## src/design/bpvc_pkg.sv

```systemverilog
`timescale 1ns / 1ps
// ----------------------------------------------------------------------------
// bpvc_pkg
// Shared types and constants for the button / pot volume controller.
// ----------------------------------------------------------------------------
package bpvc_pkg;

    // input item kinds
    localparam logic [1:0] FUNC_TICK   = 2'd0;
    localparam logic [1:0] FUNC_SAMPLE = 2'd1;
    localparam logic [1:0] FUNC_START  = 2'd2;

    // configuration register indexes
    localparam int CFG_IDX_W = 3;
    localparam logic [CFG_IDX_W-1:0] CFG_MODE     = 3'd0;
    localparam logic [CFG_IDX_W-1:0] CFG_HP_OFS   = 3'd1;
    localparam logic [CFG_IDX_W-1:0] CFG_INIT_VOL = 3'd2;
    localparam logic [CFG_IDX_W-1:0] CFG_DEB      = 3'd3;
    localparam logic [CFG_IDX_W-1:0] CFG_REP      = 3'd4;
    localparam logic [CFG_IDX_W-1:0] CFG_SPK_SEL  = 3'd5;
    localparam logic [CFG_IDX_W-1:0] CFG_HP_SEL   = 3'd6;
    localparam logic [CFG_IDX_W-1:0] CFG_CTRL_SEL = 3'd7;
    localparam int CFG_DATA_W = 10;

    // reset values and fixed codes
    localparam logic [9:0] DEB_RESET    = 10'd200;
    localparam logic [9:0] REP_RESET    = 10'd1000;
    localparam logic [4:0] VOL_MAX      = 5'd31;
    localparam logic [7:0] CTRL_PWR_OFF = 8'h02;
    localparam logic [7:0] CTRL_PWR_ON  = 8'h03;

    // default depth of the job queue between front and back
    localparam int JOB_DEPTH = 2;

    // button handler phase
    typedef enum logic [2:0] {
        PH_IDLE,
        PH_DEB_UP,
        PH_REP_UP,
        PH_DEB_DN,
        PH_REP_DN
    } t_phase;

    // configuration registers
    typedef struct packed {
        logic       mode;
        logic [4:0] hp_atten;
        logic [4:0] init_volume;
        logic [9:0] deb_ticks;
        logic [9:0] rep_ticks;
        logic [7:0] spk_sel;
        logic [7:0] hp_sel;
        logic [7:0] ctrl_sel;
    } t_cfg;

    // one job: the write bytes caused by one input item
    typedef struct packed {
        logic [2:0]      count;
        logic [3:0][7:0] bytes;
    } t_job;

endpackage

```

## src/design/bpvc_job_fifo.sv

```systemverilog
`timescale 1ns / 1ps
// ----------------------------------------------------------------------------
// bpvc_job_fifo
// Short register queue carrying jobs from the front to the back.
// ----------------------------------------------------------------------------
module bpvc_job_fifo #(
    parameter int WIDTH = 8,
    parameter int DEPTH = 2
) (
    input  logic             i_clk,
    input  logic             i_rst_n,
    input  logic             i_push,
    input  logic [WIDTH-1:0] i_data,
    input  logic             i_pop,
    output logic [WIDTH-1:0] o_data,
    output logic             o_full,
    output logic             o_empty
);
    localparam int PTR_W = (DEPTH > 1) ? $clog2(DEPTH) : 1;
    localparam int CNT_W = $clog2(DEPTH + 1);
    localparam logic [PTR_W-1:0] PTR_LAST = PTR_W'(DEPTH - 1);
    localparam logic [CNT_W-1:0] CNT_FULL = CNT_W'(DEPTH);

    logic [WIDTH-1:0] r_mem [DEPTH];
    logic [PTR_W-1:0] r_wr_ptr, n_wr_ptr;
    logic [PTR_W-1:0] r_rd_ptr, n_rd_ptr;
    logic [CNT_W-1:0] r_count, n_count;

    assign o_full  = (r_count == CNT_FULL);
    assign o_empty = (r_count == '0);
    assign o_data  = r_mem[r_rd_ptr];

    // pointer and fill count update
    always_comb begin
        n_wr_ptr = r_wr_ptr;
        n_rd_ptr = r_rd_ptr;
        n_count  = r_count;
        if (i_push) begin
            n_wr_ptr = (r_wr_ptr == PTR_LAST) ? '0 : r_wr_ptr + 1'b1;
        end
        if (i_pop) begin
            n_rd_ptr = (r_rd_ptr == PTR_LAST) ? '0 : r_rd_ptr + 1'b1;
        end
        if (i_push && !i_pop) begin
            n_count = r_count + 1'b1;
        end else if (!i_push && i_pop) begin
            n_count = r_count - 1'b1;
        end
    end

    always_ff @(posedge i_clk) begin
        if (!i_rst_n) begin
            r_wr_ptr <= '0;
            r_rd_ptr <= '0;
            r_count  <= '0;
        end else begin
            r_wr_ptr <= n_wr_ptr;
            r_rd_ptr <= n_rd_ptr;
            r_count  <= n_count;
        end
    end

    // storage
    always_ff @(posedge i_clk) begin
        if (i_push) begin
            r_mem[r_wr_ptr] <= i_data;
        end
    end

    // a job is never offered to a full queue unless one leaves in the same cycle
    a_no_overflow: assert property (@(posedge i_clk) disable iff (!i_rst_n)
        !(i_push && o_full && !i_pop))
        else $error("job queue overflow");

endmodule

```

## src/design/bpvc_front.sv

```systemverilog
`timescale 1ns / 1ps
// ----------------------------------------------------------------------------
// bpvc_front
// Takes input items, runs the button handler and volume state, and builds
// the job of write bytes for each item.
// ----------------------------------------------------------------------------
module bpvc_front (
    input  logic            i_clk,
    input  logic            i_rst_n,
    input  logic            i_accept,
    input  logic [1:0]      i_func,
    input  logic            i_up_held,
    input  logic            i_down_held,
    input  logic [9:0]      i_adc_sample,
    input  bpvc_pkg::t_cfg  i_cfg,
    output logic            o_push,
    output bpvc_pkg::t_job  o_job
);
    bpvc_pkg::t_phase r_phase, n_phase;
    logic [4:0] r_volume, n_volume;
    logic       r_power, n_power;
    logic [9:0] r_count, n_count;
    logic       r_pend_up, n_pend_up;
    logic       r_pend_dn, n_pend_dn;
    logic       r_prev_up, n_prev_up;
    logic       r_prev_dn, n_prev_dn;

    logic       up_busy;
    logic       dn_busy;
    logic       held;
    logic       step_up;
    logic       is_deb;
    logic [9:0] limit;
    logic [9:0] cnt_inc;
    logic       do_step;
    logic       do_emit;
    logic       do_prefix;
    logic [4:0] pot_vol;
    logic [4:0] hp_vol;
    logic [2:0] k;

    assign pot_vol = i_adc_sample[9:5];
    assign up_busy = (r_phase == bpvc_pkg::PH_DEB_UP) || (r_phase == bpvc_pkg::PH_REP_UP);
    assign dn_busy = (r_phase == bpvc_pkg::PH_DEB_DN) || (r_phase == bpvc_pkg::PH_REP_DN);
    assign step_up = up_busy;
    assign is_deb  = (r_phase == bpvc_pkg::PH_DEB_UP) || (r_phase == bpvc_pkg::PH_DEB_DN);
    assign held    = up_busy ? i_up_held : i_down_held;
    assign limit   = is_deb ? i_cfg.deb_ticks : i_cfg.rep_ticks;
    assign cnt_inc = r_count + 10'd1;

    // state registers
    always_ff @(posedge i_clk) begin
        if (!i_rst_n) begin
            r_phase   <= bpvc_pkg::PH_IDLE;
            r_volume  <= '0;
            r_power   <= 1'b0;
            r_count   <= '0;
            r_pend_up <= 1'b0;
            r_pend_dn <= 1'b0;
            r_prev_up <= 1'b0;
            r_prev_dn <= 1'b0;
        end else begin
            r_phase   <= n_phase;
            r_volume  <= n_volume;
            r_power   <= n_power;
            r_count   <= n_count;
            r_pend_up <= n_pend_up;
            r_pend_dn <= n_pend_dn;
            r_prev_up <= n_prev_up;
            r_prev_dn <= n_prev_dn;
        end
    end

    // item handling: next state and job bytes
    always_comb begin
        n_phase   = r_phase;
        n_volume  = r_volume;
        n_power   = r_power;
        n_count   = r_count;
        n_pend_up = r_pend_up;
        n_pend_dn = r_pend_dn;
        n_prev_up = r_prev_up;
        n_prev_dn = r_prev_dn;
        do_step   = 1'b0;
        do_emit   = 1'b0;
        do_prefix = 1'b0;
        hp_vol    = '0;
        k         = '0;
        o_job     = '0;

        if (i_accept) begin
            case (i_func)
                bpvc_pkg::FUNC_TICK: begin
                    if (i_cfg.mode) begin
                        n_phase   = bpvc_pkg::PH_IDLE;
                        n_count   = '0;
                        n_pend_up = 1'b0;
                        n_pend_dn = 1'b0;
                    end else begin
                        if (i_up_held && !r_prev_up && !up_busy) begin
                            n_pend_up = 1'b1;
                        end
                        if (i_down_held && !r_prev_dn && !dn_busy) begin
                            n_pend_dn = 1'b1;
                        end
                        case (r_phase)
                            bpvc_pkg::PH_DEB_UP, bpvc_pkg::PH_REP_UP,
                            bpvc_pkg::PH_DEB_DN, bpvc_pkg::PH_REP_DN: begin
                                if (!held) begin
                                    n_phase = bpvc_pkg::PH_IDLE;
                                    n_count = '0;
                                end else if (cnt_inc >= limit) begin
                                    do_step = 1'b1;
                                    n_count = '0;
                                    if (is_deb) begin
                                        n_phase = step_up ? bpvc_pkg::PH_REP_UP
                                                          : bpvc_pkg::PH_REP_DN;
                                    end
                                end else begin
                                    n_count = cnt_inc;
                                end
                            end
                            default: begin
                                n_phase = bpvc_pkg::PH_IDLE;
                                n_count = '0;
                                if (n_pend_up) begin
                                    n_pend_up = 1'b0;
                                    n_phase   = bpvc_pkg::PH_DEB_UP;
                                end else if (n_pend_dn) begin
                                    n_pend_dn = 1'b0;
                                    n_phase   = bpvc_pkg::PH_DEB_DN;
                                end
                            end
                        endcase
                    end
                    n_prev_up = i_up_held;
                    n_prev_dn = i_down_held;
                end
                bpvc_pkg::FUNC_SAMPLE: begin
                    if (i_cfg.mode && (pot_vol != r_volume)) begin
                        n_volume = pot_vol;
                        do_emit  = 1'b1;
                    end
                end
                bpvc_pkg::FUNC_START: begin
                    do_prefix = 1'b1;
                    do_emit   = 1'b1;
                    n_power   = 1'b1;
                    n_volume  = i_cfg.mode ? pot_vol : i_cfg.init_volume;
                end
                default: begin
                end
            endcase
        end

        // saturating step
        if (do_step) begin
            do_emit = 1'b1;
            if (step_up) begin
                if (r_volume != bpvc_pkg::VOL_MAX) n_volume = r_volume + 5'd1;
            end else begin
                if (r_volume != '0) n_volume = r_volume - 5'd1;
            end
        end

        // power-on prefix of the start item
        if (do_prefix) begin
            o_job.bytes[0] = i_cfg.ctrl_sel | bpvc_pkg::CTRL_PWR_ON;
            k = 3'd1;
        end

        // speaker, headphone and power control bytes
        if (do_emit) begin
            hp_vol = (n_volume > i_cfg.hp_atten) ? n_volume - i_cfg.hp_atten : 5'd0;
            o_job.bytes[k[1:0]] = i_cfg.spk_sel | {3'b000, n_volume};
            k = k + 3'd1;
            o_job.bytes[k[1:0]] = i_cfg.hp_sel | {3'b000, hp_vol};
            k = k + 3'd1;
            if (n_power && (n_volume == '0)) begin
                o_job.bytes[k[1:0]] = i_cfg.ctrl_sel | bpvc_pkg::CTRL_PWR_OFF;
                n_power = 1'b0;
                k = k + 3'd1;
            end else if (!n_power && (n_volume != '0)) begin
                o_job.bytes[k[1:0]] = i_cfg.ctrl_sel | bpvc_pkg::CTRL_PWR_ON;
                n_power = 1'b1;
                k = k + 3'd1;
            end
        end

        o_job.count = k;
    end

    assign o_push = (k != '0);

endmodule

```

## src/design/bpvc_back.sv

```systemverilog
`timescale 1ns / 1ps
// ----------------------------------------------------------------------------
// bpvc_back
// Walks head job bytes into the output register one per cycle unless stalled.
// ----------------------------------------------------------------------------
module bpvc_back (
    input  logic           i_clk,
    input  logic           i_rst_n,
    input  bpvc_pkg::t_job i_job,
    input  logic           i_job_empty,
    output logic           o_job_pop,
    input  logic           i_pop,
    output logic           o_empty,
    output logic [7:0]     o_write_byte,
    output logic           o_is_last
);
    logic [1:0] r_idx, n_idx;
    logic       r_out_valid, n_out_valid;
    logic [7:0] r_byte;
    logic       r_last;
    logic       advance;
    logic       send;
    logic       last_beat;

    assign advance   = !r_out_valid || i_pop;
    assign send      = advance && !i_job_empty;
    assign last_beat = ({1'b0, r_idx} + 3'd1 == i_job.count);
    assign o_job_pop = send && last_beat;

    // beat index within the head job and output valid
    always_comb begin
        n_idx       = r_idx;
        n_out_valid = r_out_valid;
        if (advance) begin
            n_out_valid = send;
        end
        if (send) begin
            n_idx = last_beat ? 2'd0 : r_idx + 2'd1;
        end
    end

    always_ff @(posedge i_clk) begin
        if (!i_rst_n) begin
            r_idx       <= '0;
            r_out_valid <= 1'b0;
        end else begin
            r_idx       <= n_idx;
            r_out_valid <= n_out_valid;
        end
    end

    // output beat register
    always_ff @(posedge i_clk) begin
        if (send) begin
            r_byte <= i_job.bytes[r_idx];
            r_last <= last_beat;
        end
    end

    assign o_empty      = !r_out_valid;
    assign o_write_byte = r_byte;
    assign o_is_last    = r_last;

    // a queued job always carries one to four bytes
    a_job_count: assert property (@(posedge i_clk) disable iff (!i_rst_n)
        !i_job_empty |-> (i_job.count != 3'd0) && (i_job.count <= 3'd4))
        else $error("job with bad byte count");

    // beat index stays inside the head job
    a_idx_range: assert property (@(posedge i_clk) disable iff (!i_rst_n)
        !i_job_empty |-> ({1'b0, r_idx} < i_job.count))
        else $error("beat index past job end");

endmodule

```

## src/design/button_pot_volume_controller_core.sv

```systemverilog
`timescale 1ns / 1ps
// ----------------------------------------------------------------------------
// button_pot_volume_controller_core
// Amplifier volume control from debounced buttons with auto-repeat or from
// potentiometer samples, producing amplifier register write bytes.
// ----------------------------------------------------------------------------
// Usage:
//   input channel : i_push / o_full, one item (tick, pot sample or start) per
//                   beat; an item is taken whenever the job queue has room.
//   result channel: o_empty / i_pop, one write byte per beat, o_is_last set on
//                   the final byte caused by an item; items causing no write
//                   give no beat.
//   config channel: i_cfg_valid / o_cfg_ready, always ready; write only while
//                   the block is idle.
//   path          : an item's job is written into the job queue and its first
//                   byte then moves into the output beat register; earlier
//                   jobs or a stalled output can hold it back.
//   throughput    : the front takes one item per cycle while the queue has
//                   room; the back drives one byte per cycle unless stalled, so
//                   an item with k writes (up to four) holds the back for k bytes;
//                   the job queue (JOB_DEPTH entries) absorbs bursts.
//   stall         : while i_pop is low the output beat holds, the queue fills
//                   and o_full rises; nothing is dropped.
//   reset         : synchronous, active low; registers return to their reset
//                   values, volume 0, power off, queue and output empty.
// ----------------------------------------------------------------------------
module button_pot_volume_controller_core #(
    parameter int JOB_DEPTH = bpvc_pkg::JOB_DEPTH
) (
    input  logic                              i_clk,
    input  logic                              i_rst_n,
    // input items
    input  logic                              i_push,
    output logic                              o_full,
    input  logic [1:0]                        i_func,
    input  logic                              i_up_held,
    input  logic                              i_down_held,
    input  logic [9:0]                        i_adc_sample,
    // results
    output logic                              o_empty,
    input  logic                              i_pop,
    output logic [7:0]                        o_write_byte,
    output logic                              o_is_last,
    // configuration
    input  logic                              i_cfg_valid,
    output logic                              o_cfg_ready,
    input  logic [bpvc_pkg::CFG_IDX_W-1:0]    i_cfg_index,
    input  logic [bpvc_pkg::CFG_DATA_W-1:0]   i_cfg_data
);
    bpvc_pkg::t_cfg r_cfg;
    bpvc_pkg::t_job front_job;
    bpvc_pkg::t_job head_job;
    logic           accept;
    logic           job_push;
    logic           job_pop;
    logic           job_empty;

    assign o_cfg_ready = 1'b1;
    assign accept      = i_push && !o_full;

    // configuration registers
    always_ff @(posedge i_clk) begin
        if (!i_rst_n) begin
            r_cfg.mode        <= 1'b0;
            r_cfg.hp_atten    <= '0;
            r_cfg.init_volume <= '0;
            r_cfg.deb_ticks   <= bpvc_pkg::DEB_RESET;
            r_cfg.rep_ticks   <= bpvc_pkg::REP_RESET;
            r_cfg.spk_sel     <= '0;
            r_cfg.hp_sel      <= '0;
            r_cfg.ctrl_sel    <= '0;
        end else if (i_cfg_valid && o_cfg_ready) begin
            case (i_cfg_index)
                bpvc_pkg::CFG_MODE:     r_cfg.mode        <= i_cfg_data[0];
                bpvc_pkg::CFG_HP_OFS:   r_cfg.hp_atten    <= i_cfg_data[4:0];
                bpvc_pkg::CFG_INIT_VOL: r_cfg.init_volume <= i_cfg_data[4:0];
                bpvc_pkg::CFG_DEB:      r_cfg.deb_ticks   <= i_cfg_data[9:0];
                bpvc_pkg::CFG_REP:      r_cfg.rep_ticks   <= i_cfg_data[9:0];
                bpvc_pkg::CFG_SPK_SEL:  r_cfg.spk_sel     <= i_cfg_data[7:0];
                bpvc_pkg::CFG_HP_SEL:   r_cfg.hp_sel      <= i_cfg_data[7:0];
                bpvc_pkg::CFG_CTRL_SEL: r_cfg.ctrl_sel    <= i_cfg_data[7:0];
                default: begin
                end
            endcase
        end
    end

    // front: item handling and job build
    bpvc_front u_front (
        .i_clk        (i_clk),
        .i_rst_n      (i_rst_n),
        .i_accept     (accept),
        .i_func       (i_func),
        .i_up_held    (i_up_held),
        .i_down_held  (i_down_held),
        .i_adc_sample (i_adc_sample),
        .i_cfg        (r_cfg),
        .o_push       (job_push),
        .o_job        (front_job)
    );

    // job queue
    bpvc_job_fifo #(
        .WIDTH ($bits(bpvc_pkg::t_job)),
        .DEPTH (JOB_DEPTH)
    ) u_job_fifo (
        .i_clk   (i_clk),
        .i_rst_n (i_rst_n),
        .i_push  (job_push),
        .i_data  (front_job),
        .i_pop   (job_pop),
        .o_data  (head_job),
        .o_full  (o_full),
        .o_empty (job_empty)
    );

    // back: byte serializer
    bpvc_back u_back (
        .i_clk        (i_clk),
        .i_rst_n      (i_rst_n),
        .i_job        (head_job),
        .i_job_empty  (job_empty),
        .o_job_pop    (job_pop),
        .i_pop        (i_pop),
        .o_empty      (o_empty),
        .o_write_byte (o_write_byte),
        .o_is_last    (o_is_last)
    );

endmodule
```

## config.mk

```make
export PLATFORM = sky130hd
export DESIGN_NAME = button_pot_volume_controller_core
export DESIGN_NICKNAME = d
export VERILOG_FILES = /design/src/design/bpvc_pkg.sv /design/src/design/bpvc_job_fifo.sv /design/src/design/bpvc_front.sv /design/src/design/bpvc_back.sv /design/src/design/button_pot_volume_controller_core.sv
export SDC_FILE = /design/constraint.sdc
export NUM_CORES = 1
export LEC_CHECK = 0
export BUFFER_PORTS_ARGS = -buffer_cell sky130_fd_sc_hd__clkbuf_2
export CORE_AREA = 2 2 121 123
export CTS_CLUSTER_DIAMETER = 30
export DETAILED_ROUTE_END_ITERATION = 16
export DIE_AREA = 0 0 123 125
export GPL_ROUTABILITY_DRIVEN = 1
export PLACE_DENSITY = 0.79
export SETUP_SLACK_MARGIN = 0.05
export SYNTH_ARGS = -nofsm -noshare
export SYNTH_HDL_FRONTEND = slang
export SYNTH_HIERARCHICAL = 1
export SYNTH_SLANG_ARGS = --single-unit
```

## constraint.sdc

```tcl
create_clock -name i_clk -period 7.1 [get_ports i_clk]
set_input_delay 0.71 -clock i_clk [delete_from_list [all_inputs] [get_ports i_clk]]
set_output_delay 0.71 -clock i_clk [all_outputs]
set_load 0.01 [all_outputs]
```

==> run metrics, run 1 <==
run status complete, no violations; peak supply drop 0.170 mV; clk root buf sky130_fd_sc_hd__clkbuf_16; post-synthesis instance area 0.00853 mm^2; routability cong. 0.855; maximum achievable frequency 162 MHz; P&R area growth vs syn 9.16%; Final Hold Vio Count 0; critical path launch point type flop; critical path's most frequent cell sky130_fd_sc_hd__ha_1; Synthesized Nets 850; number of buffers inserted by hold repair at cts 0; Worst Tran Pin Value 1.03 ns; I/O Pins 44; via count of the first global-routing pass 5942; final critical-path share of the clock period 86.9%; power density over the cells 246 mW/mm^2; number of nets in the layout 864; ANT nets after route 0; count of vias placed by the detailed router 6043; global-route wire length before repair 29300 um; fraction of final layout cells sized beyond drive strength 1 17.2%; DRT iter0 DRCs 556; Arrival @ worst endpoint 6.53 ns; Sinks on Clock Net 164; Hold Path Class reg -> reg; Starting Density 60.0%; number of antenna violations at the first check in global routing 0; post-route non-filler standard cell count 1002; final setup margin 0.928 ns; TritonCTS clock tree done; total die area 0.0154 mm^2; Port Buffer Count 37; Data required, critical path 7.46 ns; Mapped Cells 791; FF-to-FF setup slack 0.93 ns; total number of placement rows 44; GRT overflow 0; static power due to leakage 3.70 nW; maximum net fanout on the critical path 13; drc violations 0; HPWL reported at the end of detailed placement 12300 um; maximum count of clock buffers along a single path 2; fraction of the core area covered by cells at the end of the flow 65.5%; relative slew slack 30.8%; slowest CP cell sky130_fd_sc_hd__o21bai_1; Worst setup EP type flop; overall power of the completed layout 2.29 mW; largest net degree at the start of global routing 86; number of clock buffers inserted by TritonCTS 17; cells along the critical path inv_1 -> nand2_1 -> mux2_2 -> ha_1 -> nand2b_1 -> a211o_1 -> a21oi_1 -> o21bai_1 -> o211ai_1 -> mux2i_1 -> nor4b_4 -> and2_4 -> nor2_1 -> ha_1 -> or4b_2 -> o21a_1 -> ha_1 -> or3_1 -> a21boi_1; final critical-path required period 6.17 ns; area inside the core boundary 0.0142 mm^2; via-per-instance ratio 6.03; total wire length 17700 um; synthesized area per cell 10.8 um^2; clock latency at the later pin of the worst-skew pair 0.43 ns; Die Y 125 um; clock transition time at the flip-flop clock pins of the worst setup and hold paths 0.07 ns; clock skew 0.00963 ns; setup repair after global routing missed its margin no; path type of the worst setup path reg -> reg; width of the die 123 um; worst setup timing slack at the placement stage 1.00 ns; CTS H-tree lvls 4; Antenna Diode Count 0; setup TNS after final layout 0 ns; critical path's largest stage delay 0.69 ns; placed insts 970; count of maximum capacitance violations 0; cts repair resizes 0; Synth warnings 6; Pre-antenna DRT Iters 5; max-slew violation count 0; routed wirelength normalized by instance count 17.7 um; Tot GR Track Use 24.4%; Setup Viol. Count Final 0; setup fix buffers added after clock tree synthesis 0
[layer usage]
layer | wire length [um] | track usage, % | up-vias
met5 | 0 | 0 | -
met4 | 271 | 8.09 | 0
met3 | 772 | 5.29 | 25
met2 | 9170 | 41.5 | 190
met1 | 7530 | 30.8 | 2933
li1 | - | - | 2895
[layout by cell type, fill, tap and decap left out, types with 4 or more instances in the layout]
| cell type | count |
|---|---|
| sky130_fd_sc_hd__buf_4 | 9 |
| sky130_fd_sc_hd__a21o_1 | 8 |
| sky130_fd_sc_hd__ha_1 | 26 |
| sky130_fd_sc_hd__and2_1 | 9 |
| sky130_fd_sc_hd__a22oi_1 | 10 |
| sky130_fd_sc_hd__dfxtp_1 | 85 |
| sky130_fd_sc_hd__xnor2_1 | 11 |
| sky130_fd_sc_hd__a22o_1 | 4 |
| sky130_fd_sc_hd__a211oi_1 | 7 |
| sky130_fd_sc_hd__and3_1 | 11 |
| sky130_fd_sc_hd__nor2b_1 | 23 |
| sky130_fd_sc_hd__edfxtp_1 | 79 |
| sky130_fd_sc_hd__o211ai_1 | 7 |
| sky130_fd_sc_hd__mux4_2 | 7 |
| sky130_fd_sc_hd__mux2_2 | 36 |
| sky130_fd_sc_hd__nand4b_1 | 9 |
| sky130_fd_sc_hd__inv_1 | 27 |
| sky130_fd_sc_hd__clkbuf_16 | 17 |
| sky130_fd_sc_hd__o21a_1 | 4 |
| sky130_fd_sc_hd__a31oi_1 | 6 |
| sky130_fd_sc_hd__nand2_1 | 93 |
| sky130_fd_sc_hd__nand4_1 | 9 |
| sky130_fd_sc_hd__inv_6 | 5 |
| sky130_fd_sc_hd__o21ai_0 | 21 |
| sky130_fd_sc_hd__mux2i_1 | 66 |
| sky130_fd_sc_hd__nor3_1 | 14 |
| sky130_fd_sc_hd__xor2_1 | 13 |
| sky130_fd_sc_hd__nand3_1 | 16 |
| sky130_fd_sc_hd__nor2_1 | 42 |
| sky130_fd_sc_hd__a21oi_1 | 24 |
| sky130_fd_sc_hd__clkbuf_2 | 37 |
| sky130_fd_sc_hd__nand2b_1 | 4 |
[per-stage QoR]
step | hold WS, ns | cell area [um^2]
after global placement | 0.443 | 8730
after detailed placement | 0.454 | 8730
after floorplan | 0.431 | 8530
after CTS | 0.462 | 9310
after global routing | 0.481 | 9310
final | 0.461 | 9310
[layout make-up]
class | count | area (um^2)
inverter | 29 | 109
fill | 1096 | 4900
sequential | 164 | 4070
tap | 184 | 230
timing repair buffer | 46 | 253
clock inverter | 13 | 146
clock buffer | 19 | 433
multi-input combinational | 547 | 4060
[report_power, final]
part | switching, mW | internal [mW] | total, mW
logic | 0.162 | 0.133 | 0.294
registers | 0.0374 | 1.05 | 1.08
clock network | 0.386 | 0.524 | 0.910
total | 0.585 | 1.70 | 2.29
[registers in the layout, summed over array words and instances, names as in the netlist, named ones only]
name	flops
u_front/r_pend_dn	1
u_front/r_pend_up	1
u_back/r_idx	2
u_back/r_out_valid	1
u_job_fifo/r_wr_ptr	1
r_cfg	54
u_front/r_prev_up	1
u_front/r_volume	5
u_front/r_prev_dn	1
u_front/r_power	1
u_front/r_phase	3
u_job_fifo/r_mem	70
u_job_fifo/r_rd_ptr	1
u_back/o_write_byte	8
u_job_fifo/r_count	2
u_back/o_is_last	1
u_front/r_count	10
[worst max-delay path, delay by kind of cell, from the launching register on]
family	cells	cell delay, ns
buffers and inverters	1	0.13
muxes	2	0.84
DFF	1	0.46
adders and majority gates	3	0.92
AOI/OAI and AO/OA	6	1.45
and+or+nand+nor	7	2.27
[worst paths after layout]
| path | cells after the start | to | startpoint |
|---|---|---|---|
| worst max-delay path | 19 | u_job_fifo/r_count[1] | u_front/r_phase[2] |
| worst max register to register | 19 | u_job_fifo/r_count[1] | u_front/r_phase[2] |
| worst min-delay path | 2 | r_cfg[24] | r_cfg[24] |
| worst min register to register | 2 | r_cfg[24] | r_cfg[24] |
Power figures use the tool's default switching activity.
==> run 2, diff against run 1 <==
--- a/config.mk
+++ b/config.mk
@@ -6,14 +6,14 @@
 export NUM_CORES = 1
 export LEC_CHECK = 0
 export BUFFER_PORTS_ARGS = -buffer_cell sky130_fd_sc_hd__clkbuf_2
-export CORE_AREA = 2 2 121 123
+export CORE_AREA = 2 2 120 122
 export CTS_CLUSTER_DIAMETER = 30
 export DETAILED_ROUTE_END_ITERATION = 16
-export DIE_AREA = 0 0 123 125
+export DIE_AREA = 0 0 122 124
 export GPL_ROUTABILITY_DRIVEN = 1
-export PLACE_DENSITY = 0.79
+export GPL_TIMING_DRIVEN = 1
+export PLACE_DENSITY = 0.8
 export SETUP_SLACK_MARGIN = 0.05
 export SYNTH_ARGS = -nofsm -noshare
 export SYNTH_HDL_FRONTEND = slang
-export SYNTH_HIERARCHICAL = 1
 export SYNTH_SLANG_ARGS = --single-unit
==> run metrics, run 2 <==
width of the die 122 um (was 123 um); number of flops mapped to enable cells by yosys 77; Starting Density 61.6% (was 60.0%); Pre-antenna DRT Iters 5 (unchanged); Hold Slack 0.470 ns (was 0.461 ns); commonest non-fill, non-tap cell in the layout sky130_fd_sc_hd__nand2_1 (unchanged); I/O Pins 44 (unchanged); setup TNS after final layout 0 ns (unchanged); clock skew 0.00626 ns (was 0.00963 ns); clock transition time at the flip-flop clock pins of the worst setup and hold paths 0.06 ns (was 0.07 ns); cts repair resizes 0 (unchanged); critical path launch point type flop (unchanged); Top Registers u_job_fifo.r_mem (68), r_cfg (54), u_front.r_count (10) (was u_job_fifo/r_mem (70), r_cfg (54), u_front/r_count (10)); worst reg2reg startpoint u_front.r_count[2] (was u_front/r_phase[2]); end of the critical path u_job_fifo.r_mem[0][18] (was u_job_fifo/r_count[1]); Top reg by flops u_job_fifo.r_mem (was u_job_fifo/r_mem); FF-to-FF setup slack 1.66 ns (was 0.93 ns); routability cong. 0.889 (was 0.855); largest net degree at the start of global routing 86 (unchanged); Port Buffer Count 37 (unchanged); clk root buf sky130_fd_sc_hd__clkbuf_16 (unchanged); max-slew violation count 0 (unchanged); fraction of final layout cells sized beyond drive strength 1 14.1% (was 17.2%); number of nets in the layout 905 (was 864); clock latency at the later pin of the worst-skew pair 0.43 ns (about the same); Synthesized Nets 891 (was 850); Mapped Cells 832 (was 791); maximum achievable frequency 184 MHz (was 162 MHz); Worst Tran Pin Value 1.20 ns (was 1.03 ns); fill cell instance count of the final layout 1039 (was 1096); maximum count of clock buffers along a single path 2 (unchanged); via-per-instance ratio 6.08 (was 6.03); critical path's largest stage delay 0.45 ns (was 0.69 ns); Synth area leaders sky130_fd_sc_hd__edfxtp_1 (27%), sky130_fd_sc_hd__dfxtp_1 (20%), sky130_fd_sc_hd__nand2_1 (6.4%); cells along the critical path nand3_1 -> nor2_1 -> and3_1 -> nand3_1 -> xnor2_1 -> ha_1 -> and2_1 -> or4_1 -> o31a_1 -> a32oi_1 -> o211ai_2 -> ha_1 -> a21o_1 -> a21o_1 -> a21o_1 -> a21oi_1 -> a31oi_1 -> a21oi_1 -> o32ai_1 -> a31o_1 (was inv_1 -> nand2_1 -> mux2_2 -> ha_1 -> nand2b_1 -> a211o_1 -> a21oi_1 -> o21bai_1 -> o211ai_1 -> mux2i_1 -> nor4b_4 -> and2_4 -> nor2_1 -> ha_1 -> or4b_2 -> o21a_1 -> ha_1 -> or3_1 -> a21boi_1); static power due to leakage 3.39 nW (was 3.70 nW); power density over the cells 244 mW/mm^2 (was 246 mW/mm^2); post-route non-filler standard cell count 1038 (was 1002); area inside the core boundary 0.0137 mm^2 (was 0.0142 mm^2); count of maximum capacitance violations 0 (unchanged); leading cell type by number of instances after synthesis sky130_fd_sc_hd__nand2_1; number of buffers inserted by hold repair at cts 0 (unchanged); post-synthesis sequential element count 162; Sinks on Clock Net 162 (was 164); number of antenna violations at the first check in global routing 0 (unchanged); CTS H-tree lvls 4 (unchanged); final critical-path share of the clock period 76.6% (was 86.9%); global-route wire length before repair 29900 um (was 29300 um); total die area 0.0151 mm^2 (was 0.0154 mm^2); P&R area growth vs syn 9.64% (was 9.16%); critical path's most frequent cell sky130_fd_sc_hd__a21o_1 (was sky130_fd_sc_hd__ha_1); slowest CP cell sky130_fd_sc_hd__o31a_1 (was sky130_fd_sc_hd__o21bai_1); fraction of synthesized cell area taken by the top area cell type 27.4%; GRT overflow 0 (unchanged); fraction of the core area covered by cells at the end of the flow 67.5% (was 65.5%); flip-flop count of the largest register, all copies and words added 68 (was 70); Arrival @ worst endpoint 5.61 ns (was 6.53 ns); async set-or-reset flop fraction in the synthesized netlist 0%; total number of placement rows 43 (was 44); synthesized area per cell 10.2 um^2 (was 10.8 um^2); Reg-to-Reg End u_job_fifo.r_mem[0][18] (was u_job_fifo/r_count[1]); setup repair after global routing missed its margin no (unchanged); routed wirelength normalized by instance count 17.6 um (was 17.7 um); sequential fraction of the synthesis area 47.5%; Die Y 124 um (was 125 um); Setup Viol. Count Final 0 (unchanged); count of vias placed by the detailed router 6314 (was 6043); final critical-path required period 5.44 ns (was 6.17 ns); Hold Path Class reg -> reg (unchanged); leading post-synthesis cells by instance count sky130_fd_sc_hd__nand2_1 (143), sky130_fd_sc_hd__dfxtp_1 (85), sky130_fd_sc_hd__edfxtp_1 (77); placed insts 1007 (was 970); Worst setup EP type flop (unchanged); post-synthesis instance area 0.00845 mm^2 (was 0.00853 mm^2); Data required, critical path 7.28 ns (was 7.46 ns); total wire length 18300 um (was 17700 um); number of clock buffers inserted by TritonCTS 17 (unchanged); ANT nets after route 0 (unchanged); Synth warnings 0 (was 6); drc violations 0 (unchanged); relative slew slack 19.5% (was 30.8%); origin of the worst setup path u_front.r_count[2] (was u_front/r_phase[2]); via count of the first global-routing pass 6051 (was 5942); run status complete, no violations (unchanged); HPWL reported at the end of detailed placement 12600 um (was 12300 um); path type of the worst setup path reg -> reg (unchanged); TritonCTS clock tree done (unchanged); Antenna Diode Count 0 (unchanged); DRT iter0 DRCs 666 (was 556); Final Hold Vio Count 0 (unchanged); setup fix buffers added after clock tree synthesis 0 (unchanged); length in cells of the worst reg-to-reg path 20 (was 19); peak supply drop 0.170 mV (about the same); maximum net fanout on the critical path 8 (was 13); number of library cell types mapped by synthesis 81; Tot GR Track Use 25.6% (was 24.4%); most instantiated flip-flop cell in the synthesis netlist sky130_fd_sc_hd__dfxtp_1; leading cell types in the layout, fill and taps excluded sky130_fd_sc_hd__nand2_1 (143), sky130_fd_sc_hd__dfxtp_1 (85), sky130_fd_sc_hd__edfxtp_1 (77), sky130_fd_sc_hd__a21boi_0 (40), sky130_fd_sc_hd__clkbuf_2 (37) (was sky130_fd_sc_hd__nand2_1 (93), sky130_fd_sc_hd__dfxtp_1 (85), sky130_fd_sc_hd__edfxtp_1 (79), sky130_fd_sc_hd__mux2i_1 (66), sky130_fd_sc_hd__nor2_1 (42)); Yosys top cell by area sky130_fd_sc_hd__edfxtp_1; startpoint of the lowest-slack hold path r_cfg[42] (was r_cfg[24])
## run 2: metrics by stage
| step | power, mW | setup slack [ns] | cell area (um^2) |
|---|---|---|---|
| finish | 2.26 | 1.66 | 9260 |
| global route | 2.35 | 1.29 | 9260 |
| CTS | 2.28 | 1.74 | 9260 |
| detailed placement | 1.39 | 1.74 | 8700 |
| global placement | 1.38 | 1.94 | 8700 |
| floorplan | 1.31 | 2.20 | 8450 |
## run 2: report_power, final
part           internal [mW]  switching, mW
combinational          0.136          0.162
clock                  0.518          0.367
sequential              1.03         0.0416
## run 2: cells by family after synthesis
kind of cell               count (synthesis)  share of synthesized area, %
AOI/OAI and AO/OA                        174                          14.6
xor gates and xnor gates                  24                          2.71
adders and majority gates                 27                          4.09
buffers and inverters                     70                          3.51
DFF                                      162                          47.5
muxes                                     52                          8.53
other                                      1                        0.0444
and+or+nand+nor                          322                          19.0
## run 2: area by class of cell
cell class	count	area, um^2	area share (%)
multi-input combinational	600	4140	44.7
sequential	162	4010	43.3
clock buffer	19	433	4.67
timing repair buffer	44	238	2.57
tap	180	225	2.43
clock inverter	12	134	1.45
inverter	21	78.8	0.851
## run 2: routing by layer
layer / GRT usage [%] / part of all wire, %
met5: 0 / 0
met3: 4.99 / 5.0
met1: 32.2 / 42
met4: 10.3 / 2.2
met2: 43.6 / 51
## run 2: worst min-delay path by stage
| stage | endpoint | depth (start not counted) |
|---|---|---|
| floorplan | r_cfg[32] | 2 |
| global placement | r_cfg[34] | 2 |
| detailed placement | r_cfg[40] | 2 |
| CTS | r_cfg[28] | 2 |
| global route | r_cfg[26] | 2 |
| finish | r_cfg[42] | 2 |
## run 2: worst max-delay path: cells and delay by family, from the launching register on
kind,cells,cell delay (ns)
AOI/OAI and AO/OA,11,2.45
and+or+nand+nor,6,1.46
xor gates and xnor gates,1,0.22
adders and majority gates,2,0.64
DFF,1,0.39
